## config.mk

```make
export PLATFORM = sky130hd
export DESIGN_NAME = tfgp_queue
export DESIGN_NICKNAME = d
export VERILOG_FILES = /design/src/rtl/core/tfgp_pkg.sv /design/src/rtl/core/tfgp_queue.sv
export SDC_FILE = /design/constraint.sdc
export NUM_CORES = 1
export LEC_CHECK = 0
export ABC_AREA = 0
export BUFFER_PORTS_ARGS = -buffer_cell sky130_fd_sc_hd__buf_2
export CORE_ASPECT_RATIO = 1.2
export CORE_MARGIN = 2
export CORE_UTILIZATION = 40
export DETAILED_ROUTE_END_ITERATION = 7
export GPL_TIMING_DRIVEN = 0
export PLACE_DENSITY_LB_ADDON = 0.08
export RECOVER_POWER = 50
export SETUP_SLACK_MARGIN = 0.4
export SKIP_LAST_GASP = 1
export SYNTH_ARGS = -nofsm -noshare
export SYNTH_HDL_FRONTEND = slang
export SYNTH_SLANG_ARGS = --single-unit
```

## constraint.sdc

```tcl
create_clock -name clk -period 10.9 [get_ports clk]
set_clock_uncertainty 0.2 [all_clocks]
set_input_delay 1.635 -clock clk [delete_from_list [all_inputs] [get_ports clk]]
set_output_delay 1.635 -clock clk [all_outputs]
set_load 0.005 [all_outputs]
```

## src/rtl/core/tfgp_pkg.sv

```systemverilog
// Shared types, constants and arithmetic helpers of the turn fillet guide point block.
package tfgp_pkg;

  localparam int COORD_W = 32;
  localparam int ANGLE_W = 16;
  localparam int SPACING_W = 31;
  localparam int CFG_W = 31;
  localparam int QUEUE_DEPTH = 2;

  localparam logic [2:0] ST_OK       = 3'd0;
  localparam logic [2:0] ST_BAND     = 3'd1;
  localparam logic [2:0] ST_PARALLEL = 3'd2;
  localparam logic [2:0] ST_BEHIND   = 3'd3;

  localparam logic [1:0] REG_MIN_DEFL = 2'd0;
  localparam logic [1:0] REG_MAX_DEFL = 2'd1;
  localparam logic [1:0] REG_SPACING  = 2'd2;
  localparam logic [1:0] REG_LEN_TOL  = 2'd3;

  localparam logic [ANGLE_W-1:0]   RST_MIN_DEFL = 16'd1820;
  localparam logic [ANGLE_W-1:0]   RST_MAX_DEFL = 16'd30948;
  localparam logic [SPACING_W-1:0] RST_SPACING  = 31'd32768;
  localparam logic [15:0]          RST_LEN_TOL  = 16'd66;

  localparam logic signed [33:0] CORDIC_GAIN = 34'sd652032875;
  localparam logic signed [33:0] CORDIC_ONE  = 34'sd1073741824;
  localparam logic [4:0] CORDIC_LAST = 5'd29;
  localparam logic [5:0] DIV_LAST    = 6'd62;

  typedef struct packed {
    logic signed [COORD_W-1:0] start_x;
    logic signed [COORD_W-1:0] start_y;
    logic [ANGLE_W-1:0]        start_heading;
    logic signed [COORD_W-1:0] end_x;
    logic signed [COORD_W-1:0] end_y;
    logic [ANGLE_W-1:0]        end_heading;
  } tfgp_in_t;

  typedef struct packed {
    logic signed [COORD_W-1:0] point_x;
    logic signed [COORD_W-1:0] point_y;
    logic [ANGLE_W-1:0]        point_heading;
    logic                      valid_res;
    logic [2:0]                status;
    logic                      last;
  } tfgp_out_t;

  typedef struct packed {
    tfgp_in_t           item;
    logic               band_rej;
    logic [ANGLE_W-1:0] dwrap;
    logic [ANGLE_W-1:0] defl;
  } tfgp_entry_t;

  typedef struct packed {
    logic               done;
    logic signed [29:0] cos_v;
    logic signed [29:0] sin_v;
  } tfgp_trig_t;

  typedef struct packed {
    logic        done;
    logic [62:0] quo;
  } tfgp_quo_t;

  function automatic logic signed [31:0] step_angle(input logic [4:0] idx);
    logic signed [31:0] v;
    case (idx)
      5'd0:  v = 32'sd536870912;
      5'd1:  v = 32'sd316933406;
      5'd2:  v = 32'sd167458907;
      5'd3:  v = 32'sd85004757;
      5'd4:  v = 32'sd42667331;
      5'd5:  v = 32'sd21354465;
      5'd6:  v = 32'sd10679838;
      5'd7:  v = 32'sd5340245;
      5'd8:  v = 32'sd2670163;
      5'd9:  v = 32'sd1335087;
      5'd10: v = 32'sd667544;
      5'd11: v = 32'sd333772;
      5'd12: v = 32'sd166886;
      5'd13: v = 32'sd83443;
      5'd14: v = 32'sd41722;
      5'd15: v = 32'sd20861;
      5'd16: v = 32'sd10430;
      5'd17: v = 32'sd5215;
      5'd18: v = 32'sd2608;
      5'd19: v = 32'sd1304;
      5'd20: v = 32'sd652;
      5'd21: v = 32'sd326;
      5'd22: v = 32'sd163;
      5'd23: v = 32'sd81;
      5'd24: v = 32'sd41;
      5'd25: v = 32'sd20;
      5'd26: v = 32'sd10;
      5'd27: v = 32'sd5;
      5'd28: v = 32'sd3;
      5'd29: v = 32'sd1;
      default: v = 32'sd0;
    endcase
    return v;
  endfunction

  // Rounds a Q28 product back to Q16, half up.
  function automatic logic signed [37:0] round28(input logic signed [65:0] p);
    logic signed [65:0] s;
    s = p + 66'sd134217728;
    return s[65:28];
  endfunction

  function automatic logic signed [COORD_W-1:0] sat_coord(input logic signed [37:0] v);
    logic signed [COORD_W-1:0] r;
    if (v > 38'sd2147483647) begin
      r = 32'sh7fffffff;
    end else if (v < -38'sd2147483648) begin
      r = 32'sh80000000;
    end else begin
      r = v[31:0];
    end
    return r;
  endfunction

endpackage

```

## src/rtl/core/tfgp_queue.sv

```systemverilog
// Two-entry item queue between the front and the back of the block.
module tfgp_queue import tfgp_pkg::*; (
  input  logic        clk,
  input  logic        rst_n,
  input  logic        push,
  input  tfgp_entry_t push_data,
  input  logic        pop,
  output logic        full,
  output logic        empty,
  output tfgp_entry_t head
);

  tfgp_entry_t mem_r [QUEUE_DEPTH];
  logic        wr_r;
  logic        rd_r;
  logic [1:0]  cnt_r;

  assign full  = (cnt_r == 2'd2);
  assign empty = (cnt_r == 2'd0);
  assign head  = mem_r[rd_r];

  always_ff @(posedge clk) begin
    if (push) begin
      mem_r[wr_r] <= push_data;
    end
    if (!rst_n) begin
      wr_r  <= 1'b0;
      rd_r  <= 1'b0;
      cnt_r <= 2'd0;
    end else begin
      if (push) begin
        wr_r <= ~wr_r;
      end
      if (pop) begin
        rd_r <= ~rd_r;
      end
      cnt_r <= cnt_r + {1'b0, push} - {1'b0, pop};
    end
  end

endmodule

```

Word level (Yosys, flattened, before mapping)
Memories as Yosys holds them, arrays and structs flattened. A register that Yosys moved wholly into a read port is not among the register bits.
Cells that the tools add are included.
{ "op_classes": {"addsub": 2, "n_eq_ne": 1, "n_mux": 4, "bitwise_logic": 2, "n_reduce_logical": 1} }
{ "op_table": {"columns": ["operator", "n"], "rows": [
  ["$mux W1", 4],
  ["$add A2 B1 Y2", 1],
  ["$eq A2 B2 Y1 const B", 1],
  ["$logic_not A2 Y1", 1],
  ["$not A1 Y1", 2],
  ["$sub A2 B1 Y2", 1]
]} }
{ "word_totals": {"register_bits": 4, "ramBits": 386, "output_inout_bits": 195, "wordCells": 14, "mem_count": 1} }
{ "mem_list": {"columns": ["name", "words", "width", "read_ports", "rd_ports_with_merged_regs", "wr", "line_no", "text"], "rows": [
  ["mem_r", 2, 193, 1, 1, 1, "tfgp_queue.sv:13", "tfgp_entry_t mem_r [QUEUE_DEPTH];"]
]} }

Longest topological paths before layout
{ "depth": {"ltp_word": 3, "ltp_mapped": 6} }

Worst setup path after synthesis
Ideal clock, no wire load.
{ "synth_path": {"kind": "input-to-reg", "startpoint": "in push", "endpoint": "reg wr_r", "arrival_time_ps": 10673, "required_ps": 10602, "setup_slack_ps": -71, "stages": 2, "n_path_buf": 0, "cell_sequence": "nor2b_1 o21a_1"} }
{ "synth_rtl": {"columns": ["element", "line_no", "text"], "rows": [
  ["start: declaration", "tfgp_queue.sv:5", "input logic push,"],
  ["end signal: assignment", "tfgp_queue.sv:32", "wr_r <= ~wr_r;"],
  ["end: declaration", "tfgp_queue.sv:14", "logic wr_r;"]
]} }

Worst setup path after layout
{ "layout_path": {"startpoint": "in push", "endpoint": "mem mem_r[1][138] (netlist name) (enable)"} }
{ "layout_between": {"elab_chain_cells": 2} }
{ "layout_rtl": {"columns": ["element", "line_no", "text"], "rows": [
  ["$mux W1", "tfgp_queue.sv:23", "if (push) begin"],
  ["$mux W1 (not written as such)", "tfgp_queue.sv:24", "mem_r[wr_r] <= push_data;"],
  ["end: declaration", "tfgp_queue.sv:13", null]
]} }
Every way passes these cells.

==> flow_summary.json <==
{
  "pwr-share-comb_pct": 9.6,
  "syn_nets": 820,
  "nets": 1264,
  "routed.top_layer": "met5",
  "grt_pass1_wl_um": 44000,
  "hold_path_depth": 2,
  "cellLeakagePower_nw": 6.62,
  "slowest_delay_ns": 1.95,
  "min_from": "rd_r$_SDFFE_PN0P_",
  "ys_types": 14,
  "setup_viol_count_final": 0,
  "cts_sinks": 391,
  "place_area_sq_um": 17000,
  "required_ns": 10.79,
  "ys_ff_latch": 391,
  "fmax_mhz": 190,
  "crit_family": "buffers and inverters",
  "hold_violations": 0,
  "crit_type": "input port to flop",
  "clkPwrFrac_pct": 38.6,
  "violations": "capacitance limit, slew limit",
  "maxSlewHeadroom_pct": -76.1,
  "wl_per_cell_um": 19.5,
  "slew_viol_final": 84,
  "coreArea_sq_um": 34900,
  "vias": 7329,
  "p_switching_w": 0.000704,
  "r2r_cells": 2,
  "place.detailed.hpwl_um": 21400,
  "area_delta_synth_final_pct": 27.6,
  "postSynthAreaPerCell_sq_um": 22.8,
  "rsz0062_at_grt": "no",
  "cap_viol_max_count": 3,
  "crit_path_top_delay_cell": "clkbuf_1",
  "clk_path_buf_depth": 3,
  "pre_cts_ws_ns": 7.21,
  "arrival_ns": 5.16,
  "wl_met3_um": 3090,
  "drtAntennaViolNets": 0,
  "cp-start-kind": "input port",
  "synth_area_sq_um": 14200,
  "p_seq_share_pct": 51.7,
  "layout_common_cells": "edfxtp_1 (386), buf_2 (325), mux2_2 (193)",
  "rrSetupSlack_ns": 6.57,
  "track_usage_pct": 16.0,
  "cts_resized": 0,
  "outcome": "finished with violations",
  "crit_chain": "clkbuf_1 -> and2_0 -> clkbuf_1",
  "end_kind": "flop",
  "period_share_pct": 48.4,
  "cts_tree": "yes",
  "firstDrtPassIters": 4,
  "clock_latency_ns": 0.53,
  "io_pins": 392,
  "setup_ws_ns": 5.63,
  "drcViolationCount": 0,
  "totalWireLength_um": 30400,
  "layout_commonest_cell": "edfxtp_1",
  "rows": 75,
  "cp_max_fo": 44,
  "grt_max_degree": 57,
  "post_cts_buffers": 0,
  "antenna_found_initial": 6,
  "fin_area_sq_um": 18100,
  "cts_inserted_buffers": 40,
  "avgViaCountPerCell": 4.70,
  "ctsHoldBuffers": 0,
  "crit_cells": 3,
  "grt_pass1_vias": 7588,
  "wl_met1_um": 11100,
  "dr_wl_met2_um": 15500,
  "htree_levels": 2,
  "crit_buf_inv": 2,
  "p_int_w": 0.00269,
  "crit_top_cell": "clkbuf_1",
  "hp-class": "flop to flop",
  "p_per_area_nw_per_um2": 188,
  "holdWs_ns": 0.388,
  "gp_congestion": 0.711,
  "rr_startpoint": "wr_r$_SDFFE_PN0P_",
  "p_sw_share_pct": 20.8,
  "setup_tns_ns": 0,
  "synth-seq-area-share_pct": 82.5,
  "r2r-end": "mem_r[1][138]$_DFFE_PP_",
  "die_h_um": 210,
  "port_buffers": 391,
  "ir_drop_uv": 130,
  "die-area_sq_um": 37000,
  "syn_inst": 621,
  "min_to": "rd_r$_SDFFE_PN0P_",
  "ys_warn_count": 0,
  "die_w_um": 176,
  "drive_gt1_share_pct": 54.8,
  "initial_core_util_pct": 40.6,
  "tightest_slew_ns": 2.64,
  "period_needed_ns": 5.27,
  "root_buffer": "clkbuf_16",
  "clkTransAtPathRegs_ns": 0.06,
  "grt_overflow": 0,
  "drt_iter0_markers": 321
}
[kinds of logic after synthesis]
group	synth area share [%]
flops	82.5
mux	15.3
buf+inv	1.34
simple gates	0.380
xor+xnor	0.221
fa+ha+maj	0.177
compound gates	0.0530
[layer usage]
metal / track usage, % / vias to the layer above
li1: - / 3381
met2: 28.0 / 266
met4: 5.27 / 4
met1: 17.4 / 3626
met3: 6.78 / 52
met5: 0 / -
[cell usage after synthesis]
master	n	area, sq um
dfxtp_1	5	100
buf_4	11	82.6
and2_1	4	25.0
inv_1	2	7.51
xnor3_1	1	22.5
xor2_1	1	8.76
ha_1	2	25.0
nor2b_1	4	25.0
nor2_1	1	3.75
mux2_2	193	2170
o21a_1	1	7.51
buf_6	8	90.1
buf_2	2	10.0
edfxtp_1	386	11600
[worst max-delay path by stage]
stage | from | endpoint | slack (ns)
floorplan | push | mem_r[0][0]$_DFFE_PP_ | 3.58
global placement | push | mem_r[0][33]$_DFFE_PP_ | 0.01
detailed placement | push | mem_r[1][172]$_DFFE_PP_ | 7.21
CTS | flop | head[139] | 7.09
global route | push | mem_r[1][138]$_DFFE_PP_ | 5.15
finish | push | mem_r[1][138]$_DFFE_PP_ | 5.63
[metrics by stage]
| step | std cells | total power [W] | utilization, % |
|---|---|---|---|
| 2_1_floorplan | 621 | 0.00196 | - |
| 3_3_place_gp | 1474 | 0.00213 | 47.9 |
| 3_5_place_dp | 1485 | 0.00213 | 48.6 |
| 4_1_cts | 1555 | 0.00345 | 52.2 |
| 5_1_grt | 1556 | 0.00353 | 51.8 |
| 6_report | 1559 | 0.00339 | 51.8 |
[power by group through the flow]
stage          combinational, W  clock, W  sequential (W)
2_1_floorplan          0.000165         0         0.00180
3_3_place_gp           0.000327         0         0.00181
3_5_place_dp           0.000343         0         0.00179
4_1_cts                0.000345   0.00135         0.00176
5_1_grt                0.000358   0.00141         0.00176
6_report               0.000327   0.00131         0.00176
[final cells by class]
class,instances,area (sq um)
antenna,4,10.0
buffer,21,183
clock buffer,51,1060
clock inverter,19,186
fill,2987,16800
inverter,2,7.51
multi-input combinational,207,2290
sequential,391,11700
tap,462,578
timing repair buffer,402,2070
[registers in the layout, indices dropped and copies added, names as in the netlist, named ones only]
register	flops
wr_r	1
cnt_r	2
rd_r	1
mem_r	386
[worst register-to-register path: cells and delay by family, from the launching register on]
| family | cells | cell delay, ns |
|---|---|---|
| flip-flops | 1 | 0.33 |
| buffers and inverters | 1 | 1.96 |
| AND/OR/NAND/NOR | 1 | 1.34 |
Note: power is estimated with default switching activity, not from simulation.
