[src/rtl/core/tfgp_pkg.sv]
// Shared types, constants and arithmetic helpers of the turn fillet guide point block.
package tfgp_pkg;

  localparam int COORD_W = 32;
  localparam int ANGLE_W = 16;
  localparam int SPACING_W = 31;
  localparam int CFG_W = 31;
  localparam int QUEUE_DEPTH = 2;

  localparam logic [2:0] ST_OK       = 3'd0;
  localparam logic [2:0] ST_BAND     = 3'd1;
  localparam logic [2:0] ST_PARALLEL = 3'd2;
  localparam logic [2:0] ST_BEHIND   = 3'd3;

  localparam logic [1:0] REG_MIN_DEFL = 2'd0;
  localparam logic [1:0] REG_MAX_DEFL = 2'd1;
  localparam logic [1:0] REG_SPACING  = 2'd2;
  localparam logic [1:0] REG_LEN_TOL  = 2'd3;

  localparam logic [ANGLE_W-1:0]   RST_MIN_DEFL = 16'd1820;
  localparam logic [ANGLE_W-1:0]   RST_MAX_DEFL = 16'd30948;
  localparam logic [SPACING_W-1:0] RST_SPACING  = 31'd32768;
  localparam logic [15:0]          RST_LEN_TOL  = 16'd66;

  localparam logic signed [33:0] CORDIC_GAIN = 34'sd652032875;
  localparam logic signed [33:0] CORDIC_ONE  = 34'sd1073741824;
  localparam logic [4:0] CORDIC_LAST = 5'd29;
  localparam logic [5:0] DIV_LAST    = 6'd62;

  typedef struct packed {
    logic signed [COORD_W-1:0] start_x;
    logic signed [COORD_W-1:0] start_y;
    logic [ANGLE_W-1:0]        start_heading;
    logic signed [COORD_W-1:0] end_x;
    logic signed [COORD_W-1:0] end_y;
    logic [ANGLE_W-1:0]        end_heading;
  } tfgp_in_t;

  typedef struct packed {
    logic signed [COORD_W-1:0] point_x;
    logic signed [COORD_W-1:0] point_y;
    logic [ANGLE_W-1:0]        point_heading;
    logic                      valid_res;
    logic [2:0]                status;
    logic                      last;
  } tfgp_out_t;

  typedef struct packed {
    tfgp_in_t           item;
    logic               band_rej;
    logic [ANGLE_W-1:0] dwrap;
    logic [ANGLE_W-1:0] defl;
  } tfgp_entry_t;

  typedef struct packed {
    logic               done;
    logic signed [29:0] cos_v;
    logic signed [29:0] sin_v;
  } tfgp_trig_t;

  typedef struct packed {
    logic        done;
    logic [62:0] quo;
  } tfgp_quo_t;

  function automatic logic signed [31:0] step_angle(input logic [4:0] idx);
    logic signed [31:0] v;
    case (idx)
      5'd0:  v = 32'sd536870912;
      5'd1:  v = 32'sd316933406;
      5'd2:  v = 32'sd167458907;
      5'd3:  v = 32'sd85004757;
      5'd4:  v = 32'sd42667331;
      5'd5:  v = 32'sd21354465;
      5'd6:  v = 32'sd10679838;
      5'd7:  v = 32'sd5340245;
      5'd8:  v = 32'sd2670163;
      5'd9:  v = 32'sd1335087;
      5'd10: v = 32'sd667544;
      5'd11: v = 32'sd333772;
      5'd12: v = 32'sd166886;
      5'd13: v = 32'sd83443;
      5'd14: v = 32'sd41722;
      5'd15: v = 32'sd20861;
      5'd16: v = 32'sd10430;
      5'd17: v = 32'sd5215;
      5'd18: v = 32'sd2608;
      5'd19: v = 32'sd1304;
      5'd20: v = 32'sd652;
      5'd21: v = 32'sd326;
      5'd22: v = 32'sd163;
      5'd23: v = 32'sd81;
      5'd24: v = 32'sd41;
      5'd25: v = 32'sd20;
      5'd26: v = 32'sd10;
      5'd27: v = 32'sd5;
      5'd28: v = 32'sd3;
      5'd29: v = 32'sd1;
      default: v = 32'sd0;
    endcase
    return v;
  endfunction

  // Rounds a Q28 product back to Q16, half up.
  function automatic logic signed [37:0] round28(input logic signed [65:0] p);
    logic signed [65:0] s;
    s = p + 66'sd134217728;
    return s[65:28];
  endfunction

  function automatic logic signed [COORD_W-1:0] sat_coord(input logic signed [37:0] v);
    logic signed [COORD_W-1:0] r;
    if (v > 38'sd2147483647) begin
      r = 32'sh7fffffff;
    end else if (v < -38'sd2147483648) begin
      r = 32'sh80000000;
    end else begin
      r = v[31:0];
    end
    return r;
  endfunction

endpackage

[src/rtl/core/tfgp_div.sv]
// Restoring radix-2 unsigned divider, one quotient bit per cycle.
module tfgp_div import tfgp_pkg::*; (
  input  logic        clk,
  input  logic        rst_n,
  input  logic        start,
  input  logic [62:0] num,
  input  logic [28:0] den,
  output tfgp_quo_t   res
);

  logic [62:0] q_r;
  logic [29:0] rem_r;
  logic [28:0] den_r;
  logic [5:0]  cnt_r;
  logic        run_r;
  logic        done_r;

  logic [30:0] rem_sh;
  logic [30:0] diff;
  logic        ge;

  always_comb begin
    rem_sh = {rem_r, q_r[62]};
    diff   = rem_sh - {2'b00, den_r};
    ge     = (rem_sh >= {2'b00, den_r});
    res.done = done_r;
    res.quo  = q_r;
  end

  always_ff @(posedge clk) begin
    if (!rst_n) begin
      run_r  <= 1'b0;
      done_r <= 1'b0;
    end else begin
      done_r <= 1'b0;
      if (start) begin
        q_r   <= num;
        rem_r <= 30'd0;
        den_r <= den;
        cnt_r <= 6'd0;
        run_r <= 1'b1;
      end else if (run_r) begin
        if (ge) begin
          rem_r <= diff[29:0];
          q_r   <= {q_r[61:0], 1'b1};
        end else begin
          rem_r <= rem_sh[29:0];
          q_r   <= {q_r[61:0], 1'b0};
        end
        cnt_r <= cnt_r + 6'd1;
        if (cnt_r == DIV_LAST) begin
          run_r  <= 1'b0;
          done_r <= 1'b1;
        end
      end
    end
  end

endmodule

[config.mk]
export PLATFORM = sky130hd
export DESIGN_NAME = tfgp_div
export DESIGN_NICKNAME = d
export VERILOG_FILES = /design/src/rtl/core/tfgp_pkg.sv /design/src/rtl/core/tfgp_div.sv
export SDC_FILE = /design/constraint.sdc
export NUM_CORES = 1
export LEC_CHECK = 0
export BUFFER_PORTS_ARGS = -buffer_cell sky130_fd_sc_hd__buf_2
export CAP_MARGIN = 10
export CORE_ASPECT_RATIO = 1.25
export CORE_MARGIN = 2
export CORE_UTILIZATION = 32
export CTS_BUF_LIST = sky130_fd_sc_hd__clkbuf_4 sky130_fd_sc_hd__clkbuf_8
export DETAILED_ROUTE_END_ITERATION = 16
export PLACE_DENSITY = 0.61
export REMOVE_ABC_BUFFERS = 1
export SYNTH_ARGS = -nofsm -noshare
export SYNTH_HDL_FRONTEND = slang
export SYNTH_SLANG_ARGS = --single-unit
export TNS_END_PERCENT = 5
[constraint.sdc]
create_clock -name clk -period 3.3 [get_ports clk]
set_input_delay 0.33 -clock clk [delete_from_list [all_inputs] [get_ports clk]]
set_output_delay 0.33 -clock clk [all_outputs]
set_load 0.01 [all_outputs]
# == Word level (Yosys, flattened, before mapping) ==
# Cells that the tools add are included.
# totals
reg_bits,130
latch_bits,0
mem_bits_rw,0
mem_bits_ro,0
output_inout_bits,64
n_memories,0
# op_classes
add_sub_neg,2
multipliers,0
div_mod_pow,0
n_lt_le_gt_ge,1
n_eq_ne,1
n_shift,0
mux,10
n_bitwise,2
n_reduce_logical,4
# ops
op,n
$mux 63,2
$mux 30,2
$ge 31x29->1,1
$sub 30x29->30,1
$add 6x1->6 const B,1
$eq 6x6->1 const B,1
$mux 6,1
$mux 1,5
$reduce_and 2->1,2
$reduce_or 3->1,1
$not 1->1,2
$reduce_bool 2->1,1

# == Longest topological paths before layout ==
# depth
word_depth,4
ltp_mapped,13
ltp_nobuf,12

# == Worst setup path before layout ==
# OpenSTA, ideal clock, no wires.
# synth_timing
path_kind,input port to flip-flop
startpoint,input port start
endpoint,register cnt_r[0] (enable)
arrival_ns,2.959
setup_slack_ns,-0.126
cell_stages,2
cell_sequence,clkbuf_1 > o21a_1
# synth_via
elab_chain_len,2
# synth_rtl
item,line_no,text
"start, declared",tfgp_div.sv:5,"input logic start,"
$reduce_bool 2->1 (no source line),n/a,
$reduce_and 2->1 (no source line),n/a,
"end signal, assigned",tfgp_div.sv:50,cnt_r <= cnt_r + 6'd1;
"end, declared",tfgp_div.sv:14,logic [5:0] cnt_r;
# Every way passes these cells.
# A chain may end at the register's enable or synchronous reset.

# == Final worst setup path ==
# layout_timing
startpoint,register rem_r[21]
endpoint,register rem_r[25] (data pin)
# layout_via
elab_chain_len,3
word_cells_on_any_way,4
classes_between,add/sub (1); order compare (1); mux (2)
# layout_rtl
item,line_no,text
"start, declared",tfgp_div.sv:12,logic [29:0] rem_r;
"start signal, assigned",tfgp_div.sv:44,rem_r <= diff[29:0];
"start signal, assigned",tfgp_div.sv:47,rem_r <= rem_sh[29:0];
$sub 30x29->30 or $ge 31x29->1 (tied branches),"tfgp_div.sv:24, tfgp_div.sv:25",
$mux 30 (*),tfgp_div.sv:43,if (ge) begin
$mux 30 (*),tfgp_div.sv:42,end else if (run_r) begin
# Mark *: on every way between the ends. The rest lies on a longest branch, timed or not. The select of a mux whose other input is x is not followed.

==> results.json <==
{
  "run_status": "finished clean",
  "multiInputGateArea_sq_um": 2800,
  "core_sq_um": 21400,
  "routed_wl_um": 15700,
  "skew_ps": 12.5,
  "holdPathStages": 1,
  "synth_edf_count": 128,
  "grt_pass1_wl_um": 25800,
  "grt_max_degree": 101,
  "num-nets-final": 856,
  "start_util_pct": 32.3,
  "clockBufferDepth": 2,
  "synth-compound-area-share_pct": 9.94,
  "clk_latency_ps": 460,
  "postSynthCellCount": 549,
  "ios": 159,
  "criticalPathCategory": "register to register",
  "switching_share_pct": 30.0,
  "report.final.slew_viol_count": 0,
  "wl_per_cell_um": 15.4,
  "viasPerCell": 4.81,
  "ant_nets": 0,
  "setup_viol": 0,
  "synth_area_per_cell_sq_um": 12.6,
  "relSlewSlack_pct": 49.5,
  "final_common_cell": "buf_2",
  "synth_ff_type": "edfxtp_1",
  "r2r_slack_ps": 280,
  "cellInternalPower_mw": 3.15,
  "busiest_layer": "met2",
  "seqPwrFrac_pct": 45.4,
  "cts_root_buffer": "clkbuf_8",
  "finalCritPeriodShare_pct": 91.6,
  "fin_tns_setup_ps": 0,
  "synthMuxAreaShare_pct": 12.8,
  "hold_viol": 0,
  "reg2reg_to": "rem_r[25]",
  "regArea_sq_um": 3880,
  "netlist_area_sq_um": 6920,
  "met2_usage_pct": 25.2,
  "dieHeight_um": 168,
  "postCtsSetupBuffers": 0,
  "slowest_stage": "edfxtp_1",
  "maxCapViolCount": 0,
  "finalCriticalPeriod_ps": 3020,
  "min_path_type": "input pin to register",
  "slowest_delay_ps": 400,
  "dpl.hpwl_um": 11200,
  "leakage_nw": 3.52,
  "grt_overflow": 0,
  "r2r-start": "rem_r[21]",
  "layout_common_cells": "157 x buf_2, 128 x edfxtp_1, 62 x mux2_2, 41 x inv_1, 40 x nor2_1",
  "first_pass_iters": 4,
  "worst_pin_slew_ps": 758,
  "worstPathRequired_ps": 3570,
  "dieWidth_um": 136,
  "cts_hold_buf": 0,
  "finalPower_mw": 4.51,
  "cts_buffers": 17,
  "vias": 4909,
  "nFillCells": 2090,
  "setup_ws_ps": 277,
  "n_antenna_cell": 0,
  "rsz0062_at_grt": "false",
  "cp-start-kind": "register",
  "power_frac_comb_pct": 22.9,
  "worstHoldStart": "den[9]",
  "ys_ff_latch": 130,
  "area_growth_syn_to_layout_pct": 24.4,
  "row_count": 60,
  "vdd_drop_max_mv": 0.323,
  "postSynth.asyncResetShare_pct": 0,
  "drive_gt1_share_pct": 38.2,
  "use_met3_pct": 4.64,
  "clock-sinks": 130,
  "cts.clk_slew.worst_paths_ps": 90,
  "drc": 0,
  "dr.first_iter.drc_count": 214,
  "grtUsageTotal_pct": 14.4,
  "path_buf_inv": 1,
  "crit_path_max_fanout": 15,
  "cts_tree": "built",
  "pre_cts_slack_ps": 232,
  "use_met1_pct": 16.6,
  "synth_adder_area_share_pct": 6.07,
  "ys_warn_count": 0,
  "cts.repair.resized": 0,
  "htreeDepth": 4,
  "clock_power_share_pct": 31.7,
  "end_kind": "register",
  "ys_types": 59,
  "p_per_area_nw_per_um2": 523,
  "synth_xor_area_share_pct": 3.16,
  "die-area_sq_um": 22800,
  "grt_pass1_vias": 5229,
  "path_delay_family": "simple AND/OR/NAND/NOR gates",
  "final_core_util_pct": 40.2,
  "synth-simple-area-share_pct": 8.21,
  "grt_antenna_before_repair": 0,
  "yosysSeqAreaShare_pct": 56.1,
  "r2r_cells": 10,
  "gp_congestion": 0.826,
  "holdPathEnd": "den_r[9]",
  "io_buffers": 158,
  "synth_top_family_by_area": "multiplexers",
  "p_sw_mw": 1.35,
  "cp_cell_sequence": "ha_1 -> and3_4 -> nand2_2 -> or3_4 -> o41ai_2 -> a2111oi_1 -> o221a_4 -> or2_0 -> buf_4 -> o31ai_1",
  "max_freq_mhz": 331,
  "cp.arrival_ps": 3300
}
[Yosys cell counts, types with 6 or more instances]
cell / instances / area, sq um
edfxtp_1: 128 / 3840
mux2_2: 62 / 698
inv_1: 41 / 154
nor2_1: 40 / 150
ha_1: 32 / 400
a21oi_1: 30 / 150
mux2i_1: 19 / 190
nand2_1: 18 / 67.6
nand3_1: 16 / 80.1
o21ai_0: 14 / 70.1
xnor2_1: 13 / 114
xor2_1: 12 / 105
clkbuf_1: 11 / 41.3
o21bai_1: 10 / 75.1
a21o_1: 9 / 67.6
a31oi_1: 7 / 43.8
nand3b_1: 6 / 45.0
[worst max-delay path by stage]
stage                end  slack [ps]       from  cells past startpoint
2_1_floorplan  rem_r[25]         110   rem_r[3]                      9
3_3_place_gp   rem_r[29]         300  rem_r[20]                      9
6_report       rem_r[25]         280  rem_r[21]                     10
4_1_cts        rem_r[26]         200  rem_r[20]                     10
5_1_grt         rem_r[8]          50  rem_r[11]                     10
3_5_place_dp   rem_r[26]         230  rem_r[20]                     10
[registers in the layout (all words and copies together) (netlist names)]
register and flops:
den_r 29, done_r 1, cnt_r 6, rem_r 30, q_r 63, run_r 1
[metal layers]
layer | share of wire (%) | vias up
met1 | 42 | 2351
met4 | 1.5 | 0
li1 | - | 2419
met5 | 0 | -
met3 | 5.6 | 18
met2 | 51 | 121
[stage by stage]
stage	cells	cell area, sq um	hold WS [ps]
2_1_floorplan	528	6820	407
3_3_place_gp	988	8190	441
4_1_cts	1020	8600	8.14
5_1_grt	1020	8610	9.10
6_report	1020	8610	38.9
3_5_place_dp	988	8190	442
[logic make-up after synthesis]
logic type | Yosys count
simple gates | 113
xor+xnor | 25
flops | 130
fa+ha+maj | 33
compound gates | 105
buf+inv | 62
mux | 81
[cell type report]
class	instances	area share, %
Multi-Input combinational cell	357	32.5
Tap cell	279	4.05
Clock buffer	17	2.72
Timing Repair Buffer	181	11.8
Inverter	41	1.79
Sequential cell	130	45.1
Clock inverter	15	2.02
[power by group through the flow]
| stage | sequential [mW] | combinational, mW | clock, mW |
|---|---|---|---|
| 3_3_place_gp | 2.08 | 1.03 | 0 |
| 6_report | 2.04 | 1.03 | 1.43 |
| 5_1_grt | 2.06 | 1.15 | 1.54 |
| 3_5_place_dp | 2.08 | 1.03 | 0 |
| 2_1_floorplan | 2.10 | 0.652 | 0 |
| 4_1_cts | 2.05 | 1.04 | 1.48 |
(Power assumes the default switching activity.)
