`config.mk`:
```
export PLATFORM = sky130hd
export DESIGN_NAME = tfgp_front
export DESIGN_NICKNAME = d
export VERILOG_FILES = /design/src/rtl/core/tfgp_pkg.sv /design/src/rtl/core/tfgp_front.sv
export SDC_FILE = /design/constraint.sdc
export NUM_CORES = 1
export LEC_CHECK = 0
export BUFFER_PORTS_ARGS = -buffer_cell sky130_fd_sc_hd__buf_2
export CAP_MARGIN = 5
export CORE_AREA = 2 2 150 152
export DETAILED_ROUTE_END_ITERATION = 10
export DIE_AREA = 0 0 152 154
export RECOVER_POWER = 50
export SLEW_MARGIN = 10
export SYNTH_ARGS = -nofsm -noshare
export SYNTH_HDL_FRONTEND = slang
export SYNTH_SLANG_ARGS = --single-unit
export TNS_END_PERCENT = 10
```
`constraint.sdc`:
```
create_clock -name vclk -period 10.95
set_clock_uncertainty 0.2 [all_clocks]
set_input_delay 2.19 -clock vclk [all_inputs]
set_output_delay 2.19 -clock vclk [all_outputs]
set_load 0.02 [all_outputs]
```
`src/rtl/core/tfgp_pkg.sv`:
```
// Shared types, constants and arithmetic helpers of the turn fillet guide point block.
package tfgp_pkg;

  localparam int COORD_W = 32;
  localparam int ANGLE_W = 16;
  localparam int SPACING_W = 31;
  localparam int CFG_W = 31;
  localparam int QUEUE_DEPTH = 2;

  localparam logic [2:0] ST_OK       = 3'd0;
  localparam logic [2:0] ST_BAND     = 3'd1;
  localparam logic [2:0] ST_PARALLEL = 3'd2;
  localparam logic [2:0] ST_BEHIND   = 3'd3;

  localparam logic [1:0] REG_MIN_DEFL = 2'd0;
  localparam logic [1:0] REG_MAX_DEFL = 2'd1;
  localparam logic [1:0] REG_SPACING  = 2'd2;
  localparam logic [1:0] REG_LEN_TOL  = 2'd3;

  localparam logic [ANGLE_W-1:0]   RST_MIN_DEFL = 16'd1820;
  localparam logic [ANGLE_W-1:0]   RST_MAX_DEFL = 16'd30948;
  localparam logic [SPACING_W-1:0] RST_SPACING  = 31'd32768;
  localparam logic [15:0]          RST_LEN_TOL  = 16'd66;

  localparam logic signed [33:0] CORDIC_GAIN = 34'sd652032875;
  localparam logic signed [33:0] CORDIC_ONE  = 34'sd1073741824;
  localparam logic [4:0] CORDIC_LAST = 5'd29;
  localparam logic [5:0] DIV_LAST    = 6'd62;

  typedef struct packed {
    logic signed [COORD_W-1:0] start_x;
    logic signed [COORD_W-1:0] start_y;
    logic [ANGLE_W-1:0]        start_heading;
    logic signed [COORD_W-1:0] end_x;
    logic signed [COORD_W-1:0] end_y;
    logic [ANGLE_W-1:0]        end_heading;
  } tfgp_in_t;

  typedef struct packed {
    logic signed [COORD_W-1:0] point_x;
    logic signed [COORD_W-1:0] point_y;
    logic [ANGLE_W-1:0]        point_heading;
    logic                      valid_res;
    logic [2:0]                status;
    logic                      last;
  } tfgp_out_t;

  typedef struct packed {
    tfgp_in_t           item;
    logic               band_rej;
    logic [ANGLE_W-1:0] dwrap;
    logic [ANGLE_W-1:0] defl;
  } tfgp_entry_t;

  typedef struct packed {
    logic               done;
    logic signed [29:0] cos_v;
    logic signed [29:0] sin_v;
  } tfgp_trig_t;

  typedef struct packed {
    logic        done;
    logic [62:0] quo;
  } tfgp_quo_t;

  function automatic logic signed [31:0] step_angle(input logic [4:0] idx);
    logic signed [31:0] v;
    case (idx)
      5'd0:  v = 32'sd536870912;
      5'd1:  v = 32'sd316933406;
      5'd2:  v = 32'sd167458907;
      5'd3:  v = 32'sd85004757;
      5'd4:  v = 32'sd42667331;
      5'd5:  v = 32'sd21354465;
      5'd6:  v = 32'sd10679838;
      5'd7:  v = 32'sd5340245;
      5'd8:  v = 32'sd2670163;
      5'd9:  v = 32'sd1335087;
      5'd10: v = 32'sd667544;
      5'd11: v = 32'sd333772;
      5'd12: v = 32'sd166886;
      5'd13: v = 32'sd83443;
      5'd14: v = 32'sd41722;
      5'd15: v = 32'sd20861;
      5'd16: v = 32'sd10430;
      5'd17: v = 32'sd5215;
      5'd18: v = 32'sd2608;
      5'd19: v = 32'sd1304;
      5'd20: v = 32'sd652;
      5'd21: v = 32'sd326;
      5'd22: v = 32'sd163;
      5'd23: v = 32'sd81;
      5'd24: v = 32'sd41;
      5'd25: v = 32'sd20;
      5'd26: v = 32'sd10;
      5'd27: v = 32'sd5;
      5'd28: v = 32'sd3;
      5'd29: v = 32'sd1;
      default: v = 32'sd0;
    endcase
    return v;
  endfunction

  // Rounds a Q28 product back to Q16, half up.
  function automatic logic signed [37:0] round28(input logic signed [65:0] p);
    logic signed [65:0] s;
    s = p + 66'sd134217728;
    return s[65:28];
  endfunction

  function automatic logic signed [COORD_W-1:0] sat_coord(input logic signed [37:0] v);
    logic signed [COORD_W-1:0] r;
    if (v > 38'sd2147483647) begin
      r = 32'sh7fffffff;
    end else if (v < -38'sd2147483648) begin
      r = 32'sh80000000;
    end else begin
      r = v[31:0];
    end
    return r;
  endfunction

endpackage

```
`src/rtl/core/tfgp_front.sv`:
```
// Front end: accepts an item, wraps the turn angle and checks the deflection band.
module tfgp_front import tfgp_pkg::*; (
  input  logic               start,
  input  tfgp_in_t           in_data,
  input  logic               q_full,
  input  logic [ANGLE_W-1:0] min_deflection,
  input  logic [ANGLE_W-1:0] max_deflection,
  output logic               push,
  output tfgp_entry_t        entry
);

  logic [ANGLE_W-1:0] dwrap;
  logic [ANGLE_W-1:0] defl;

  always_comb begin
    dwrap = in_data.end_heading - in_data.start_heading;
    defl  = dwrap[ANGLE_W-1] ? (16'd0 - dwrap) : dwrap;
    push  = start & ~q_full;
    entry.item     = in_data;
    entry.dwrap    = dwrap;
    entry.defl     = defl;
    entry.band_rej = (defl < min_deflection) || (defl > max_deflection);
  end

endmodule

```
# Word level (Yosys, flattened, before mapping)
# Index checks and enable logic that the tools add are counted.
# W data, S select, Z words.
[word_totals]
ff_bits = 0
out_inout_bits = 194
[classes]
n_addsub = 2
magnitude_cmp = 2
mux = 1
bitwise_logic = 2
n_reduce_logical = 1
[ops]
columns = ["operator", "n"]
rows = [
  ["$gt A16 B16 Y1", 1],
  ["$lt A16 B16 Y1", 1],
  ["$mux W16", 1],
  ["$sub A1 B16 Y16 const A", 1],
  ["$sub A16 B16 Y16", 1],
  ["$and A1 B1 Y1", 1],
  ["$logic_or A1 B1 Y1", 1],
  ["$not A1 Y1", 1],
]

# Logic depth before layout (Yosys ltp)
# Gate-level depths: netlist of the first run.
[depth]
ltp_word = 5
mapped_depth = 22

# Worst setup path after synthesis of the first run
# OpenSTA, ideal clock, no wires.
[synth_path]
path_kind = "input-to-output"
from = "input in_data[0] (netlist bit)"
to = "output entry[32] (netlist bit)"
arrival_ns = 6.174
t_required_ns = 8.560
slack_ns = 2.386
stages = 17
cell_sequence = "inv_1 > ha_1 > inv_1 > fa_1 > a21o_1 > a211oi_1 > nor2_1 > or4_4 > nor3_4 > nand3_1 > nand2b_1 > nor4_2 > ha_1 > a211oi_1 > nand2_1 > a211oi_1 > o22ai_1"
[synth_rtl]
columns = ["element", "line_no", "source"]
rows = [
  ["from (decl)", "tfgp_front.sv:4", "input tfgp_in_t in_data,"],
  ["to (decl)", "tfgp_front.sv:9", "output tfgp_entry_t entry"],
]

==> qor.csv, run 1 <==
stage;metric;value;unit
outcome;outcome;complete, no violations;
logic_synthesis;leading area contributor after synthesis;buf_4;
grt;GRT overflow;0;
floorplanning;Die X;152;um
layout;fill count;2526;
sta;final hold violation count;0;
logic_synthesis;Cells after Synth;427;
logic_synthesis;Yosys cell types;44;
grt;initial antenna violation count;0;
layout;share of layout cells above drive strength 1;35.9;%
layout;Final #Nets;639;
detailed_routing;Initial DRC Count;37;
sta;FMAX;0.109;GHz
layout;Area Overhead vs Synth;-7.02;%
floorplanning;Initial Utilization;14.3;%
floorplanning;Die ar.;23400;um2
setup_path;Setup crit start;in_data[0];
sta;actual slew at the worst max-slew pin;0.669;ns
pwr;Pwr Density;123;nW/um2
layout;ANT cells;0;
sta;fin crit share;83.5;%
placed_design;dpl ws;1.68;ns
floorplanning;Cell Rows;54;
sta;final worst slack;1.81;ns
layout;cell area after layout;2880;um2
logic_synthesis;synthesized net count;669;
detailed_routing;Avg WL per Cell;16.5;um
logic_synthesis;Commonest cells post-synth;163 x buf_4, 53 x inv_1, 47 x ha_1, 22 x a21oi_1, 18 x xnor2_1;
sta;final setup violating endpoints;0;
logic_synthesis;Mean Syn Cell Area;7.26;um2
grt;vias in the first global route;2509;
setup_path;crit start category;input port;
layout;Register Area;0;um2
pwr;VDD IR max;0.0000297;V
clocking;Post-CTS Setup Repair Bufs;0;
detailed_routing;via count;2451;
logic_synthesis;main area contributors after synthesis;buf_4 39%, ha_1 19%, inv_1 6.4%;
clocking;post-CTS sizing;0;
placed_design;Placed Cells incl. Taps;675;
placed_design;placed cell areas;2880;um2
setup_path;Crit Path Class;in -> out;
placed_design;PortBufs;132;
hold_path;Worst Hold Class;in -> out;
detailed_routing;final wirelength;11.1;mm
logic_synthesis;Yosys top cell area share;39.5;%
logic_synthesis;count leader, synth;buf_4;
detailed_routing;Pre-Repair DR Iteration Count;3;
placed_design;GP Congestion;0.683;
setup_path;Req. time, crit path;8.56;ns
pwr;Leak;1.57;nW
floorplanning;boundary pin count;388;
floorplanning;die height;154;um
setup_path;worst path arrival time;6.75;ns
job;maxcap violations;0;
sta;setup tns final;0;ns
clocking;hold_buf cts;0;
setup_path;CP Capture Type;output pin;
sta;final slew viol count;0;
grt;gr usage total;8.97;%
placed_design;Post-DP HPWL;10.4;mm
setup_path;Worst setup endpoint;entry[32];
grt;global-route wire length before repair;15.9;mm
logic_synthesis;synth warn;0;
detailed_routing;via-per-instance ratio;3.63;
detailed_routing;Post-DRT Antenna Nets;0;
layout;flip-flop and latch count;0;
grt;largest net degree at the start of global routing;12;
layout;Cell Count, Final, Fillers Out;675;
sta;post-route minimum period;9.14;ns
logic_synthesis;synthesized area;3100;um2
setup_path;Crit Path Max Fanout;5;
detailed_routing;DRC;0;
floorplanning;Core Box Area;21700;um2
layout;# clk buffers;0;
sta;relative slew slack;55.1;%
sta;RSZ-0062 raised after global routing;false;
logic_synthesis;sequential area share after synthesis;0;%
==> placed cells by master (no fill, tap or decap), types with 2 or more instances in the layout <==
cell type and instances:
buf_2 132, o21a_1 4, o31ai_1 2, o21ai_1 6, ha_1 47, a21o_1 10
o211ai_1 2, a31oi_1 2, nand3_1 3, nor2b_1 4, xor2_1 8, nor2_1 16
a211oi_1 6, nor4_2 2, nand2b_1 4, a21oi_1 22, o21ai_0 7, nand4_1 6
inv_1 53, nor3_1 5, o41ai_2 2, nand2_1 14, xnor2_1 18
==> cell type report <==
type	instances	area [um2]	area share, %
Inverter	54	203	7.03
Tap cell	280	350	12.1
Multi-Input combinational cell	209	1670	57.9
Timing Repair Buffer	132	661	22.9
==> metal layers <==
layer | track usage [%] | share of wire (%) | vias up
met5 | 0 | 0 | -
met4 | 3.65 | 4.6 | 0
met3 | 2.71 | 8.4 | 52
met2 | 16.2 | 49 | 162
met1 | 9.78 | 38 | 1052
li1 | - | - | 1185
==> where the power goes <==
| part | switching (W) | internal, W |
|---|---|---|
| sequential | 0 | 0 |
| combinational | 0.000226 | 0.000127 |
| clock | 0 | 0 |
==> cell families (layout without fill, tap and decap cells) <==
family	after synthesis	count (layout)	synth area share (%)
muxes	1	1	0.323
buffers and inverters	218	186	46.1
xor gates and xnor gates	27	27	7.87
adders and majority gates	48	48	19.6
and+or+nand+nor	63	63	11.2
AOI/OAI and AO/OA	70	70	14.8
==> critical path, stage by stage <==
cell and delay [ns]:
buf_2 0.11, inv_1 0.05, ha_1 0.18, inv_1 0.06, fa_1 0.44, a21o_1 0.21, a211oi_1 0.24, nor2_1 0.17
or4_4 0.62, nor3_4 0.27, nand3_1 0.16, nand2_1 0.13, xnor2_1 0.25, ha_1 0.35, a21o_1 0.16, a21o_1 0.16
a21oi_1 0.17, nor2b_1 0.06, o21ai_0 0.18, nand2_1 0.10, a211oi_1 0.21, o22ai_1 0.11, buf_2 0.17
==> stage by stage <==
stage / hold WS [ns] / utilization [%] / total power, W
CTS: 4.18 / 13.3 / 0.000367
detailed placement: 4.18 / 13.3 / 0.000365
floorplan: 4.26 / - / 0.000312
global route: 4.18 / 13.3 / 0.000400
global placement: 4.18 / 13.3 / 0.000360
finish: 4.18 / 13.3 / 0.000353
==> worst min-delay path by stage <==
stage,slack (ns),cells after the start,from,endpoint
finish,4.18,0,in_data[77],entry[110]
global route,4.18,0,in_data[152],entry[185]
CTS,4.18,0,in_data[104],entry[137]
detailed placement,4.18,0,in_data[104],entry[137]
global placement,4.18,0,in_data[104],entry[137]
floorplan,4.26,1,q_full,push
(Power assumes the default switching activity.)
==> run 2, diff against run 1 <==
--- a/config.mk
+++ b/config.mk
@@ -5,11 +5,12 @@
 export SDC_FILE = /design/constraint.sdc
 export NUM_CORES = 1
 export LEC_CHECK = 0
+export ABC_AREA = 1
 export BUFFER_PORTS_ARGS = -buffer_cell sky130_fd_sc_hd__buf_2
 export CAP_MARGIN = 5
-export CORE_AREA = 2 2 150 152
+export CORE_AREA = 2 2 151 153
 export DETAILED_ROUTE_END_ITERATION = 10
-export DIE_AREA = 0 0 152 154
+export DIE_AREA = 0 0 153 155
 export RECOVER_POWER = 50
 export SLEW_MARGIN = 10
 export SYNTH_ARGS = -nofsm -noshare
==> constraint.sdc (replaced) <==
create_clock -name vclk -period 8.2
set_clock_uncertainty 0.2 [all_clocks]
set_input_delay 1.64 -clock vclk [all_inputs]
set_output_delay 1.64 -clock vclk [all_outputs]
set_load 0.02 [all_outputs]
==> qor.csv, run 2 <==
stage;metric;value;unit;change
detailed_routing;via count;2986;;+22%
grt;GRT overflow;0;;unchanged
clocking;hold_buf cts;0;;unchanged
floorplanning;Cell Rows;55;;+1.9%
outcome;outcome;complete, no violations;;
setup_path;Req. time, crit path;6.36;ns;-2.20 ns
logic_synthesis;area share of fa/ha/maj cells after synthesis;17.8;%;-1.8 points
detailed_routing;Avg WL per Cell;13.6;um;-17%
setup_path;worst path arrival time;4.88;ns;-1.87 ns
setup_path;WP buf/inv;7;;+3
logic_synthesis;main area contributors after synthesis;buf_4 35%, ha_1 17%, nand2_1 13%;;
sta;setup tns final;0;ns;unchanged
grt;largest net degree at the start of global routing;14;;+2
floorplanning;Core Box Area;22200;um2;+2.5%
floorplanning;Initial Utilization;15.4;%;+1.1 points
logic_synthesis;leading area contributor after synthesis;buf_4;;
floorplanning;Die X;153;um;+0.66%
grt;vias in the first global route;2873;;+15%
sta;final hold violation count;0;;unchanged
setup_path;Setup crit start;in_data[0];;
job;maxcap violations;0;;unchanged
hold_path;Hold Crit Start;in_data[140];;
pwr;VDD IR max;0.0000281;V;-5.5%
pwr;Leak;2.03;nW;+30%
detailed_routing;Post-DRT Antenna Nets;0;;unchanged
hold_path;Worst Hold Class;in -> out;;
floorplanning;die height;155;um;+0.65%
layout;fill count;2649;;+4.9%
detailed_routing;Pre-Repair DR Iteration Count;4;;+1
logic_synthesis;complex-gate fraction of the synthesized area;5.45;%;-9.4 points
layout;Area Overhead vs Synth;-6.03;%;
layout;multi-input logic area;1790;um2;+7.3%
logic_synthesis;Post-Synth XOR/XNOR Area;3.07;%;-4.8 points
layout;most frequent cells in the layout;132 x buf_2, 119 x nand2_1, 104 x inv_1, 47 x ha_1, 29 x nor2_1;;
setup_path;CP max-delay cell;fa_1;;
setup_path;Crit Path Max Fanout;5;;unchanged
sta;Min Hold Slack;3.08;ns;-1.10 ns
sta;RSZ-0062 raised after global routing;false;;
logic_synthesis;sequential area share after synthesis;0;%;unchanged
detailed_routing;final wirelength;11.2;mm;+0.61%
layout;share of layout cells above drive strength 1;28.1;%;-7.9 points
logic_synthesis;Synth Area in Simple Gates;26.1;%;+15 points
floorplanning;boundary pin count;388;;unchanged
sta;post-route minimum period;6.72;ns;
logic_synthesis;Cells after Synth;568;;+33%
logic_synthesis;Commonest cells post-synth;161 x buf_4, 119 x nand2_1, 104 x inv_1, 47 x ha_1, 29 x nor2_1;;
detailed_routing;Initial DRC Count;105;;+180%
layout;flip-flop and latch count;0;;unchanged
pwr;Power Total;0.000407;W;+15%
placed_design;Post-DP HPWL;10.4;mm;about the same
clocking;post-CTS sizing;0;;unchanged
logic_synthesis;count leader, synth;buf_4;;
sta;final setup violating endpoints;0;;unchanged
layout;Final Util;14.5;%;+1.2 points
grt;gr usage total;8.75;%;-0.22 points
clocking;Post-CTS Setup Repair Bufs;0;;unchanged
logic_synthesis;Yosys top cell area share;35.3;%;-4.1 points
logic_synthesis;synthesized net count;810;;+21%
logic_synthesis;Yosys cell types;26;;-41%
sta;final slew viol count;0;;unchanged
detailed_routing;DRC;0;;unchanged
grt;initial antenna violation count;0;;unchanged
layout;Register Area;0;um2;unchanged
logic_synthesis;largest family of logic cells by synthesized area;buffers and inverters;;
floorplanning;Die ar.;23700;um2;+1.3%
setup_path;crit start category;input port;;
setup_path;CP Capture Type;output pin;;
pwr;Pwr Density;126;nW/um2;+3.2%
placed_design;Placed Cells incl. Taps;823;;+22%
logic_synthesis;Mean Syn Cell Area;6.03;um2;-17%
layout;Cell Count, Final, Fillers Out;823;;+22%
detailed_routing;via-per-instance ratio;3.63;;about the same
logic_synthesis;synth warn;0;;unchanged
sta;FMAX;0.149;GHz;
grt;global-route wire length before repair;16.0;mm;+1.2%
logic_synthesis;synthesized area;3420;um2;+10%
layout;most common cell after layout, fill and taps aside;buf_2;;
setup_path;Worst path max stage delay;0.45;ns;-0.17 ns
setup_path;CP top delay family;adder cells;;
layout;# clk buffers;0;;unchanged
placed_design;GP Congestion;0.785;;+15%
sta;actual slew at the worst max-slew pin;0.413;ns;-0.256 ns
sta;fin crit share;82.0;%;
setup_path;Crit Path Class;in -> out;;
layout;ANT cells;0;;unchanged
layout;Final #Nets;782;;+22%
logic_synthesis;mux cell area share after synthesis;0;%;-0.32 points
placed_design;PortBufs;132;;unchanged
sta;relative slew slack;72.3;%;+17 points
==> run 2: changes by cell type in the layout (fill, tap and decap cells not counted), sizes merged, moves of 3 or more <==
cell    change
nand4       +4
nand2b      -4
nand3b      +5
nor2       +16
o21ai       -7
nand2     +114
xnor2      -14
nor3        -3
a21o        -8
a211oi      -6
nor2b       -4
nand3      +21
inv        +54
==> run 2: stage by stage <==
stage          setup WS (ns)  area, um2
2_1_floorplan           1.76       3420
3_3_place_gp            1.43       3220
3_5_place_dp            1.43       3220
4_1_cts                 1.42       3220
5_1_grt                 1.04       3220
6_report                1.48       3220
==> run 2: path summary, 6_finish.rpt <==
| kind | end | cells past startpoint |
|---|---|---|
| setup / recovery | entry[32] | 25 |
| hold / removal | entry[173] | 0 |
==> run 2: cell families after synthesis <==
family	after synthesis
xor gates and xnor gates	12
buffers and inverters	270
adders and majority gates	48
AOI/OAI and AO/OA	33
and+or+nand+nor	205
==> run 2: power breakdown <==
| part | total [W] | internal [W] | leakage (nW) | switching (W) |
|---|---|---|---|---|
| clock | 0 | 0 | 0 | 0 |
| combinational | 0.000407 | 0.000138 | 2.03 | 0.000269 |
| sequential | 0 | 0 | 0 | 0 |
==> run 2: metal layers <==
layer	vias up	share of wire, %	track usage, %
met5	-	0	0
met4	0	4.4	3.62
met3	62	9.9	2.92
met2	165	48	16.3
met1	1235	38	8.99
li1	1524	-	-
==> run 2: area by class of cell <==
cell class	count	area share, %
well taps	285	11.1
inverters	108	12.7
multi-input cells	298	55.7
repair buffers	132	20.5
==> run 3, diff against run 2 <==
==> constraint.sdc (replaced) <==
create_clock -name vclk -period 6.26
set_clock_uncertainty 0.2 [all_clocks]
set_input_delay 1.252 -clock vclk [all_inputs]
set_output_delay 1.252 -clock vclk [all_outputs]
set_load 0.02 [all_outputs]
==> qor.csv, run 3 (synthesis results as in run 2) <==
stage;metric;value;unit;change
outcome;outcome;complete, no violations;;
placed_design;Post-DP HPWL;10.4;mm;about the same
grt;largest net degree at the start of global routing;14;;unchanged
clocking;hold_buf cts;0;;unchanged
floorplanning;boundary pin count;388;;unchanged
grt;GRT overflow;0;;unchanged
setup_path;Worst path max stage delay;0.45;ns;about the same
layout;flip-flop and latch count;0;;unchanged
floorplanning;Core Box Area;22200;um2;unchanged
detailed_routing;final wirelength;11.3;mm;+0.49%
sta;setup tns final;0;ns;unchanged
pwr;Leak;2.05;nW;+0.65%
floorplanning;Die ar.;23700;um2;unchanged
setup_path;WP buf/inv;7;;unchanged
layout;most common cell after layout, fill and taps aside;buf_2;;
detailed_routing;via-per-instance ratio;3.61;;-0.53%
pwr;Pwr Density;167;nW/um2;+32%
sta;final setup violating endpoints;0;;unchanged
grt;gr usage total;8.95;%;+0.20 points
detailed_routing;Initial DRC Count;96;;-8.6%
hold_path;Hold Crit Start;in_data[98];;
detailed_routing;Pre-Repair DR Iteration Count;4;;unchanged
floorplanning;die height;155;um;unchanged
setup_path;Crit Path Max Fanout;5;;unchanged
setup_path;CP max-delay cell;fa_2;;
sta;Min Hold Slack;2.30;ns;-0.776 ns
layout;share of layout cells above drive strength 1;30.5;%;+2.4 points
layout;Final #Nets;785;;+0.38%
layout;most frequent cells in the layout;132 x buf_2, 119 x nand2_1, 101 x inv_1, 46 x ha_1, 27 x nor2_1;;
setup_path;worst path arrival time;4.37;ns;-0.51 ns
layout;Register Area;0;um2;unchanged
sta;FMAX;0.172;GHz;
setup_path;crit start category;input port;;
placed_design;GP Congestion;0.788;;+0.38%
pwr;VDD IR max;0.0000396;V;+41%
sta;fin crit share;93.1;%;
sta;relative slew slack;69.1;%;-3.3 points
detailed_routing;via count;2981;;-0.17%
setup_path;most frequent CP cell;nand2_1;;
layout;ANT cells;0;;unchanged
placed_design;Placed Cells incl. Taps;825;;+0.24%
grt;initial antenna violation count;1;;+1
detailed_routing;DRC;0;;unchanged
sta;RSZ-0062 raised after global routing;false;;
detailed_routing;Avg WL per Cell;13.6;um;+0.13%
setup_path;CP top delay family;adder cells;;
floorplanning;Cell Rows;55;;unchanged
sta;post-route minimum period;5.83;ns;
placed_design;PortBufs;132;;unchanged
layout;Area Overhead vs Synth;-4.39;%;
setup_path;Setup crit start;in_data[0];;
floorplanning;Die X;153;um;unchanged
sta;final slew viol count;0;;unchanged
sta;final hold violation count;0;;unchanged
setup_path;Crit Path Class;in -> out;;
setup_path;CP Capture Type;output pin;;
layout;Final Util;14.7;%;+0.25 points
grt;global-route wire length before repair;16.5;mm;+2.8%
layout;Cell Count, Final, Fillers Out;826;;+0.36%
grt;vias in the first global route;2981;;+3.8%
hold_path;Worst Hold Class;in -> out;;
sta;actual slew at the worst max-slew pin;0.461;ns;+0.0474 ns
layout;fill count;2598;;-1.9%
detailed_routing;Post-DRT Antenna Nets;0;;unchanged
job;maxcap violations;0;;unchanged
floorplanning;Initial Utilization;15.4;%;unchanged
layout;# clk buffers;0;;unchanged
setup_path;Req. time, crit path;4.81;ns;-1.55 ns
[run 3: cell count changes in the layout (fill, tap and decap cells not counted), moves of 2 or more]
cell | previous run | this run
inv_1 | 104 | 101
inv_2 | 3 | 6
buf_4 | 0 | 3
nor2_1 | 29 | 27
nor2_2 | 3 | 5
[run 3: through the flow]
step	total power [W]	cell area, um2	setup WS [ns]
after floorplan	0.000494	3420	0.600
after global placement	0.000544	3230	0.262
after detailed placement	0.000553	3230	0.212
after CTS	0.000555	3230	0.200
after global routing	0.000625	3270	0.0321
final	0.000545	3270	0.434
[run 3: final cells by class]
| cell class | instances | area [um2] | area share (%) |
|---|---|---|---|
| inverters | 108 | 408 | 12.5 |
| well taps | 285 | 357 | 10.9 |
| multi-input cells | 298 | 1830 | 55.8 |
| repair buffers | 135 | 683 | 20.9 |
[run 3: power by group]
group          internal [W]  switching (W)
registers                 0              0
logic              0.000190       0.000355
clock network             0              0
total              0.000190       0.000355
[run 3: path summary, 6_finish.rpt]
kind | endpoint | slack (ns) | depth (start not counted)
setup / recovery | entry[32] | 0.43 | 25
hold / removal | entry[131] | 2.30 | 0
[run 3: what timing repair did]
| action | 4_1_cts | 5_1_grt |
|---|---|---|
| resized for setup | 0 | 11 |
| setup endpoints to repair | 0 | 1 |
| hold endpoints to repair | 0 | 0 |
| buffers inserted | 0 | 1 |
[run 3: per-layer routing]
layer  GRT usage (%)  part of all wire, %  vias up
met5               0                 0.14        -
met4            3.92                  4.8        2
met3            3.01                  9.7       64
met2            16.6                   48      165
met1            9.14                   37     1223
li1                -                    -     1527
